**src/rtl/frt_pkg.sv**
```systemverilog
// ----------------------------------------------------------------------------
// frt_pkg
// Shared types and constants for the fragment reassembly tracker.
// ----------------------------------------------------------------------------
package frt_pkg;

  localparam int MSG_ID_W        = 64;
  localparam int ID_BYTES_DEF    = 8;
  localparam int FIELD_W         = 16;
  localparam int FRAG_W          = 8;

  localparam logic [FRAG_W-1:0]  MAX_FRAGMENTS_RST = 8'd8;
  localparam logic [FIELD_W-1:0] MAX_BUFFER_RST    = 16'(8 * 1024);

  typedef enum logic [2:0] {
    VERDICT_SINGLE   = 3'd0,
    VERDICT_STORED   = 3'd1,
    VERDICT_COMPLETE = 3'd2,
    VERDICT_BAD_HDR  = 3'd3,
    VERDICT_MISMATCH = 3'd4,
    VERDICT_OVERFLOW = 3'd5
  } verdict_t;

  typedef enum logic [0:0] {
    CFG_MAX_FRAGMENTS = 1'b0,
    CFG_MAX_BUFFER    = 1'b1
  } cfg_reg_t;

  typedef struct packed {
    verdict_t           verdict;
    logic [FIELD_W-1:0] write_offset;
    logic [FIELD_W-1:0] message_length;
    logic               dropped_partial;
  } result_t;

endpackage

```
**src/rtl/fragment_reassembly_tracker_top.sv**
```systemverilog
// ----------------------------------------------------------------------------
// fragment_reassembly_tracker_top
// In-order fragment reassembly bookkeeping for one partial message at a time.
// ----------------------------------------------------------------------------
// Each input word is one decoded fragment header. The block checks it against
// the partial message in progress, updates the partial and returns one result
// word with a verdict, the buffer offset for the chunk, the completed length
// and a flag for a discarded partial. A header is taken in every cycle while
// input ready is high: the whole check and state update is one pass of logic
// from the input ports into the partial-message registers and the result or
// skid register. A two-entry output stage (result register plus skid
// register) keeps input ready high while one result waits;
// input ready drops only when both entries are full. Configuration writes
// take effect at the next clock edge and should be made while the block is
// idle.
module fragment_reassembly_tracker_top #(
  parameter int ID_BYTES = frt_pkg::ID_BYTES_DEF
) (
  input  logic                                 clk,
  input  logic                                 rst_n,
  input  logic                                 cfg_we,
  input  frt_pkg::cfg_reg_t                    cfg_index,
  input  logic [frt_pkg::FIELD_W-1:0]          cfg_wdata,
  input  logic                                 in_valid,
  output logic                                 in_ready,
  input  logic [frt_pkg::MSG_ID_W-1:0]         in_message_id,
  input  logic signed [frt_pkg::FIELD_W-1:0]   in_fragment_index,
  input  logic signed [frt_pkg::FIELD_W-1:0]   in_fragment_total,
  input  logic [frt_pkg::FIELD_W-1:0]          in_chunk_length,
  output logic                                 out_valid,
  input  logic                                 out_ready,
  output frt_pkg::verdict_t                    out_verdict,
  output logic [frt_pkg::FIELD_W-1:0]          out_write_offset,
  output logic [frt_pkg::FIELD_W-1:0]          out_message_length,
  output logic                                 out_dropped_partial
);
  import frt_pkg::*;

  localparam int ID_W = 8 * ID_BYTES;

  logic [FRAG_W-1:0]  max_frag_r;
  logic [FIELD_W-1:0] max_buf_r;

  logic [ID_W-1:0]    partial_id_r,       partial_id_nxt;
  logic [FRAG_W-1:0]  partial_total_r,    partial_total_nxt;
  logic [FRAG_W-1:0]  partial_received_r, partial_received_nxt;
  logic [FIELD_W-1:0] partial_length_r,   partial_length_nxt;

  result_t res;
  result_t out_r, skid_r;
  logic    out_valid_r, skid_valid_r;

  logic               accept, take;
  logic [ID_W-1:0]    in_id;
  logic               active, bad_hdr, single, first, cont_ok, ovf, done;
  logic [FIELD_W-1:0] idx_u, recv_next;
  logic [FIELD_W-1:0] base_len;
  logic [FRAG_W-1:0]  base_recv, new_recv;
  logic [FIELD_W:0]   sum;

  // Only the leading ID_BYTES characters of the id take part.
  assign in_id  = in_message_id[MSG_ID_W-1 -: ID_W];
  assign active = (partial_total_r != '0);

  assign bad_hdr = (in_fragment_total < 16'sd1)
                || (in_fragment_total > $signed({8'd0, max_frag_r}))
                || (in_fragment_index < 16'sd1)
                || (in_fragment_index > in_fragment_total);
  assign single  = (in_fragment_total == 16'sd1);
  assign first   = (in_fragment_index == 16'sd1);

  assign idx_u     = in_fragment_index;
  assign recv_next = {8'd0, partial_received_r} + 16'd1;
  // Past the header check the total fits in eight bits.
  assign cont_ok   = active && (in_fragment_total[FRAG_W-1:0] == partial_total_r)
                  && (in_id == partial_id_r) && (idx_u == recv_next);

  assign base_len  = first ? '0 : partial_length_r;
  assign base_recv = first ? '0 : partial_received_r;
  assign sum       = {1'b0, base_len} + {1'b0, in_chunk_length};
  assign ovf       = (sum > {1'b0, max_buf_r});
  assign new_recv  = base_recv + 8'd1;
  assign done      = (new_recv == in_fragment_total[FRAG_W-1:0]);

  always_comb begin
    res                  = '0;
    partial_id_nxt       = '0;
    partial_total_nxt    = '0;
    partial_received_nxt = '0;
    partial_length_nxt   = '0;
    if (bad_hdr) begin
      res.verdict         = VERDICT_BAD_HDR;
      res.dropped_partial = active;
    end else if (single) begin
      res.verdict         = VERDICT_SINGLE;
      res.dropped_partial = active;
    end else if (!first && !cont_ok) begin
      res.verdict         = VERDICT_MISMATCH;
      res.dropped_partial = active;
    end else if (ovf) begin
      res.verdict         = VERDICT_OVERFLOW;
      res.dropped_partial = first ? active : 1'b1;
    end else begin
      res.write_offset    = base_len;
      res.dropped_partial = first ? active : 1'b0;
      if (done) begin
        res.verdict        = VERDICT_COMPLETE;
        res.message_length = sum[FIELD_W-1:0];
      end else begin
        res.verdict          = VERDICT_STORED;
        partial_id_nxt       = in_id;
        partial_total_nxt    = in_fragment_total[FRAG_W-1:0];
        partial_received_nxt = new_recv;
        partial_length_nxt   = sum[FIELD_W-1:0];
      end
    end
  end

  assign in_ready = !skid_valid_r;
  assign accept   = in_valid && in_ready;
  assign take     = out_valid_r && out_ready;

  always_ff @(posedge clk) begin
    if (!rst_n) begin
      max_frag_r <= MAX_FRAGMENTS_RST;
      max_buf_r  <= MAX_BUFFER_RST;
    end else if (cfg_we) begin
      case (cfg_index)
        CFG_MAX_FRAGMENTS: max_frag_r <= cfg_wdata[FRAG_W-1:0];
        CFG_MAX_BUFFER:    max_buf_r  <= cfg_wdata;
        default:           max_frag_r <= max_frag_r;
      endcase
    end
  end

  always_ff @(posedge clk) begin
    if (!rst_n) begin
      partial_id_r       <= '0;
      partial_total_r    <= '0;
      partial_received_r <= '0;
      partial_length_r   <= '0;
    end else if (accept) begin
      partial_id_r       <= partial_id_nxt;
      partial_total_r    <= partial_total_nxt;
      partial_received_r <= partial_received_nxt;
      partial_length_r   <= partial_length_nxt;
    end
  end

  // Result register with a skid entry behind it.
  always_ff @(posedge clk) begin
    if (!rst_n) begin
      out_valid_r  <= 1'b0;
      skid_valid_r <= 1'b0;
    end else if (skid_valid_r) begin
      if (take) begin
        out_r        <= skid_r;
        skid_valid_r <= 1'b0;
      end
    end else if (accept) begin
      if (!out_valid_r || take) begin
        out_r       <= res;
        out_valid_r <= 1'b1;
      end else begin
        skid_r       <= res;
        skid_valid_r <= 1'b1;
      end
    end else if (take) begin
      out_valid_r <= 1'b0;
    end
  end

  assign out_valid           = out_valid_r;
  assign out_verdict         = out_r.verdict;
  assign out_write_offset    = out_r.write_offset;
  assign out_message_length  = out_r.message_length;
  assign out_dropped_partial = out_r.dropped_partial;

endmodule

```
**config.mk**
```make
export PLATFORM = sky130hd
export DESIGN_NAME = fragment_reassembly_tracker_top
export DESIGN_NICKNAME = d
export VERILOG_FILES = /design/src/rtl/frt_pkg.sv /design/src/rtl/fragment_reassembly_tracker_top.sv
export SDC_FILE = /design/constraint.sdc
export NUM_CORES = 1
export LEC_CHECK = 0
export ABC_CLOCK_PERIOD_IN_PS = 7400
export BUFFER_PORTS_ARGS = -buffer_cell sky130_fd_sc_hd__buf_2
export CAP_MARGIN = 0
export CORE_UTILIZATION = 40
export CTS_CLUSTER_DIAMETER = 80
export DETAILED_ROUTE_END_ITERATION = 8
export GPL_TIMING_DRIVEN = 0
export PLACE_DENSITY_LB_ADDON = 0.15
export SYNTH_ARGS = -nofsm -noshare
export SYNTH_HDL_FRONTEND = slang
export SYNTH_SLANG_ARGS = --single-unit
```
**constraint.sdc**
```tcl
create_clock -name clk -period 7.4 [get_ports clk]
set_clock_uncertainty 0.15 [all_clocks]
set_input_delay 1.11 -clock clk [delete_from_list [all_inputs] [get_ports clk]]
set_output_delay 1.11 -clock clk [all_outputs]
set_load 0.01 [all_outputs]
```
# [Word-level counts from Yosys, hierarchy flattened]
# Index checks and enable logic that the tools add are counted.
[op_classes] bitwise_logic=3 n_reduce_logical=23 eq_ne=8 mux=49 magnitude_cmp=5 shifts=0 n_addsub=3 n_mul=0 div=0
[ops] op="2-to-1 mux 64 bit" n=5
[ops] op="2-to-1 mux 36 bit" n=4
[ops] op="2-to-1 mux 32 bit" n=4
[ops] op="2-to-1 mux 16 bit" n=7
[ops] op="2-to-1 mux 8 bit" n=11
[ops] op="== test 64 bit" n=1
[ops] op="== test 16 x 2 -> 1 bit (second input constant)" n=2
[ops] op="less-than comparator 16 x 2 -> 1 bit (second input constant)" n=2
[ops] op="adder 16 x 16 -> 17 bit" n=1
[ops] op="greater-than comparator 17 x 16 -> 1 bit" n=1
[ops] op="== test 16 x 9 -> 1 bit" n=1
[ops] op="== test 8 bit" n=2
[ops] op="greater-than comparator 16 bit" n=1
[ops] op="greater-than comparator 16 x 9 -> 1 bit" n=1
[ops] op="2-to-1 mux 1 bit" n=13
[ops] op="2-to-1 mux 3 bit" n=4
[ops] op="adder 8 x 1 -> 9 bit (second input constant)" n=1
[ops] op="adder 8 x 1 -> 8 bit (second input constant)" n=1
[ops] op="AND reduction 4 bit" n=2
[ops] op="nonzero test 8 bit" n=1
[ops] op="logical AND 1 bit" n=6
[ops] op="nonzero test 2 bit" n=3
[ops] op="zero test 1 bit" n=4
[ops] op="logical OR 1 bit" n=4
[ops] op="other kinds (5)" n=9
[totals] output_inout_bits=38 reg_bits=194 rom_bits=0 latchBits=0 ram_bits=0 input_bits=134 memories=0 wordCells=107

# [Depth between registers and ports, before layout]
[logic_depth] ltp_word=12 mapped_depth=26 ltp_nobuf=22

# [Least setup slack after synthesis]
# Ideal clock, no wire load.
[synth_timing] path_type="input to register" startpoint="input port in_fragment_index[10] (netlist name)" endpoint="register out_r, in the netlist out_write_offset[11] (data pin)" path_stages=23 t_required_ps=7120 path_slack_ps=736 arrival_ps=6383 cell_sequence="nor4_2 > nand4_1 > clkbuf_1 > clkbuf_1 > and2_1 > ha_1 > a211o_1 > a41o_1 > a311oi_2 > nor3_1 > a32o_1 > a22oi_1 > xnor2_1 > ha_1 > and4_4 > a221o_1 > a2111oi_1 > o31a_2 > o21ai_4 > nor4_4 > buf_4 > and2_1 > mux2_2"
[synth_rtl] element="from (decl)" line="fragment_reassembly_tracker_top.sv:27" text="input logic signed [frt_pkg::FIELD_W-1:0] in_fragment_index,"
[synth_rtl] element="to (signal assigned)" line="fragment_reassembly_tracker_top.sv:157" text="out_r <= skid_r;"
[synth_rtl] element="to (signal assigned)" line="fragment_reassembly_tracker_top.sv:162" text="out_r <= res;"
[synth_rtl] element="to (decl)" line="fragment_reassembly_tracker_top.sv:50" text="result_t out_r, skid_r;"

# [Worst setup path in the final report]
[layout_timing] startpoint="input port in_fragment_index[8] (netlist name)" endpoint="register out_r, in the netlist out_message_length[6] (data pin)"
[layout_between] elab_chain_cells=12 elab_cells_between_ends=24
[layout_rtl] element="parallel branches: the longest is 8 deep, another holds adder 16 x 16 -> 17 bit"
[layout_rtl] element="2-to-1 mux 32 bit (*)" line="fragment_reassembly_tracker_top.sv:91" text="if (bad_hdr) begin"
[layout_rtl] element="2-to-1 mux 36 bit (*)" line="fragment_reassembly_tracker_top.sv:161" text="if (!out_valid_r || take) begin"
[layout_rtl] element="2-to-1 mux 36 bit (*)" line="fragment_reassembly_tracker_top.sv:160" text="end else if (accept) begin"
[layout_rtl] element="2-to-1 mux 36 bit (*)" line="fragment_reassembly_tracker_top.sv:155" text="end else if (skid_valid_r) begin"
# Every way passes the cells marked *. The select of a mux whose other input is x is not followed.
# A chain may end at the register's enable or synchronous reset.

==> qor.yml <==
synth_cell_types: 85
ant_nets: 0
muxShareOfSynthArea: 0.01854
final.period_utilization: 0.9613
die_w_um: 170.9
synth-xor-area-share: 0.08139
cap_violations: 0
dp_hpwl_um: 26500
critPathLaunch: "in_fragment_index[8]"
syn_nets: 1400
holdPathStages: 2
synth-compound-area-share: 0.1710
cp.arrival_ns: 7.20
grt_util_met3: 0.03840
setup_tns_ns: 0
drcViolationCount: 0
clkTransAtPathRegs_ns: 0.08
synthCells: 1212
numCtsBuffers: 17
setup_violations: 0
p_leak_nw: 5.279
first_pass_iters: 5
yosysWarningCount: 0
rrSetupSlack_ns: 1.88
h-tree-depth: 4
cts.path.max_buffers: 2
gp_congestion: 0.9134
grt_pass1_wl_um: 51480
antenna_found_initial: 0
use_met2: 0.3768
dieArea_um2: 29200
cts_hold_buf: 0
synth_ff_type: "dfxtp_1"
worst_hold_slack_ns: 0.3171
die_y_um: 170.9
final_util: 0.4826
row_count: 61
cts_tree: "done"
crit_family: "compound AO/OA/AOI/OAI gates"
end_kind: "flop"
clock_latency_ns: 0.44
layout-drive-gt1-share: 0.2008
cts_root_buffer: "clkbuf_16"
r2r_end: "out_message_length[6]"
slowest_stage: "a2111oi_2"
critPathKind: "in -> reg"
gr-usage-all-layers: 0.2359
ios: 172
grt_overflow_total: 0
fin_total_pwr_mw: 2.349
peakVddDrop_mv: 0.1176
core_area_um2: 27930
grt_pass1_vias: 9131
cp_num_buf_inv: 4
min_from: "max_buf_r[1]"
crit_chain: "buf_2 > nor4_2 > nand4_1 > buf_2 > clkbuf_2 > and2_1 > ha_1 > a211o_1 > a41o_1 > a311oi_2 > nor3_4 > a32o_1 > a22oi_1 > xnor2_2 > ha_1 > and4_4 > a221o_1 > a2111oi_2 > o31a_2 > o21ai_4 > nor2_2 > nand3_4 > buf_6 > o31ai_1"
vias: 9786
synth_edf_count: 72
max-slew-margin-rel: 0.2568
power-per-cell-area_nw_per_um2: 174.3
hp-class: "reg -> reg"
post-route-min-period_ns: 7.114
drt-vias-per-instance: 5.446
drv_slew: 0
slowest_delay_ns: 0.43
start_util: 0.4084
yosys.area_share.simple: 0.2166
drtIter0Drc: 662
io_buffers: 168
hold_path_end: "max_buf_r[1]"
routed_wl_um: 33820
cp-start-kind: "primary input"
r2r_start: "partial_length_r[0]"
area_delta_synth_final_pct: 18.19
synthAdderAreaFrac: 0.06077
hold_viol_final: 0
worstRegToRegCells: 19
synth_async_sr_flop_share: 0
status: "completed"
critPathMaxFanout: 10
syn_area_per_cell_um2: 9.412
synth_seq_area_share: 0.4036
n_antenna_cell: 0
synth_top_family_by_area: "simple AND/OR/NAND/NOR gates"
synth_area_um2: 11410
rsz0062_at_grt: "no"
fmax_mhz: 140.6
tightest_slew_ns: 1.105
use_met1: 0.3262
wl_per_cell_um: 18.82
required_ns: 7.49
grt_max_degree: 37
fill_cells: 2780
busiest_layer: "met2"
clock-sinks: 194
fin_nets: 1594
synth-seq-cells: 194
## layout make-up
class                           instances  area (um^2)  area share
Clock buffer                           21        503.0     0.03731
Inverter                               68        255.2     0.01893
Timing Repair Buffer                  175        905.9     0.06719
Clock inverter                         11        86.33    0.006404
Sequential cell                       194         4604      0.3415
Tap cell                              378        473.0     0.03508
Buffer                                 64        297.8     0.02209
Multi-Input combinational cell        886         6356      0.4715
## registers in the layout, indices dropped and copies added, names as in the netlist, 3 cells and up
name / flops
max_frag_r: 8
partial_id_r: 64
out_write_offset: 16
max_buf_r: 16
partial_total_r: 8
out_verdict: 3
partial_received_r: 8
skid_r: 36
out_message_length: 16
partial_length_r: 16
## logic make-up (layout without fill, tap and decap cells)
family | count (synthesis) | in the layout
AOI/OAI and AO/OA | 266 | 266
muxes | 19 | 19
buffers and inverters | 132 | 339
adders and majority gates | 55 | 55
and+or+nand+nor | 444 | 444
DFF | 194 | 194
xor gates and xnor gates | 102 | 102
## worst max path at each step
stage	depth (start not counted)	to	slack [ns]
finish	24	out_message_length[6]	0.29
global route	24	out_message_length[6]	0.04
CTS	24	out_message_length[6]	0.008
detailed placement	25	out_write_offset[7]	-1.08
global placement	25	out_write_offset[7]	-1.15
floorplan	23	out_write_offset[11]	0.74
## report_power, final
group          switching, mW  internal, mW  total (mW)
clock network          0.420         0.506       0.926
logic                  0.186         0.111       0.297
registers            0.00584          1.12        1.13
total                  0.612          1.74        2.35
## tightest hold or removal path, delay by kind of cell (launching register included)
family / cells / cell delay, ns
AND/OR/NAND/NOR: 1 / 0.05
flip-flops: 1 / 0.31
AO/OA/AOI/OAI: 1 / 0.06
## cells in the mapped netlist (21+ instances only)
cell type	instances	share of area
nand2_1	108	0.036
nand3_1	21	0.0092
ha_1	53	0.058
a21oi_1	26	0.011
clkbuf_1	42	0.014
a22oi_1	91	0.060
edfxtp_1	72	0.19
o21ai_0	29	0.013
dfxtp_1	122	0.21
nor4_1	29	0.016
nor2_1	51	0.017
inv_1	68	0.022
and2_1	33	0.018
nor2b_1	97	0.053
xor2_1	75	0.058
a21boi_0	25	0.016
xnor2_1	24	0.018
## per-stage QoR
step / worst slack, ns / cells / instance area [um^2]
after floorplan: 0.7363 / 1212 / 11410
after global placement: -1.151 / 1758 / 12720
after detailed placement: -1.076 / 1759 / 12750
after CTS: 0.008192 / 1792 / 13380
after global routing: 0.04145 / 1797 / 13480
final: 0.2861 / 1797 / 13480
## metal layers
| layer | wire length [um] | up-vias |
|---|---|---|
| li1 | - | 4766 |
| met1 | 15890 | 4677 |
| met2 | 15580 | 312 |
| met3 | 1832 | 31 |
| met4 | 509 | 0 |
| met5 | 0 | - |
## placed cells by master (no fill, tap or decap), types with 4 or more instances in the layout
cell         n
and4_1       4
clkbuf_16   19
o211ai_1     5
nand3_1     21
a2111oi_0    4
inv_1       68
or4_1        7
buf_4        9
ha_1        53
o2111ai_1    5
nor3_1      15
xnor2_2      4
a22oi_1     91
a21o_1       5
a31oi_1     10
a21boi_0    25
and2_1      33
xor2_1      74
dfxtp_1    122
nand2b_1    15
or3_1        4
nor2b_1     97
edfxtp_1    72
o21a_1       5
nand2_1    108
mux2_2      17
o31ai_1     18
o21ai_0     28
xnor2_1     21
or4b_1       4
nor2_1      49
a21boi_1     7
nand4_1     20
and3_1       7
a21oi_1     26
clkbuf_1    40
a211oi_1     4
buf_2      183
nor4_1      28
## repair_timing
action	CTS	global route
hold endpoints to repair	0	0
pin swaps	2	4
endpoints found under the setup margin	167	164
setup buffers	1	5
resized for setup	6	13
Power figures use the tool's default switching activity.
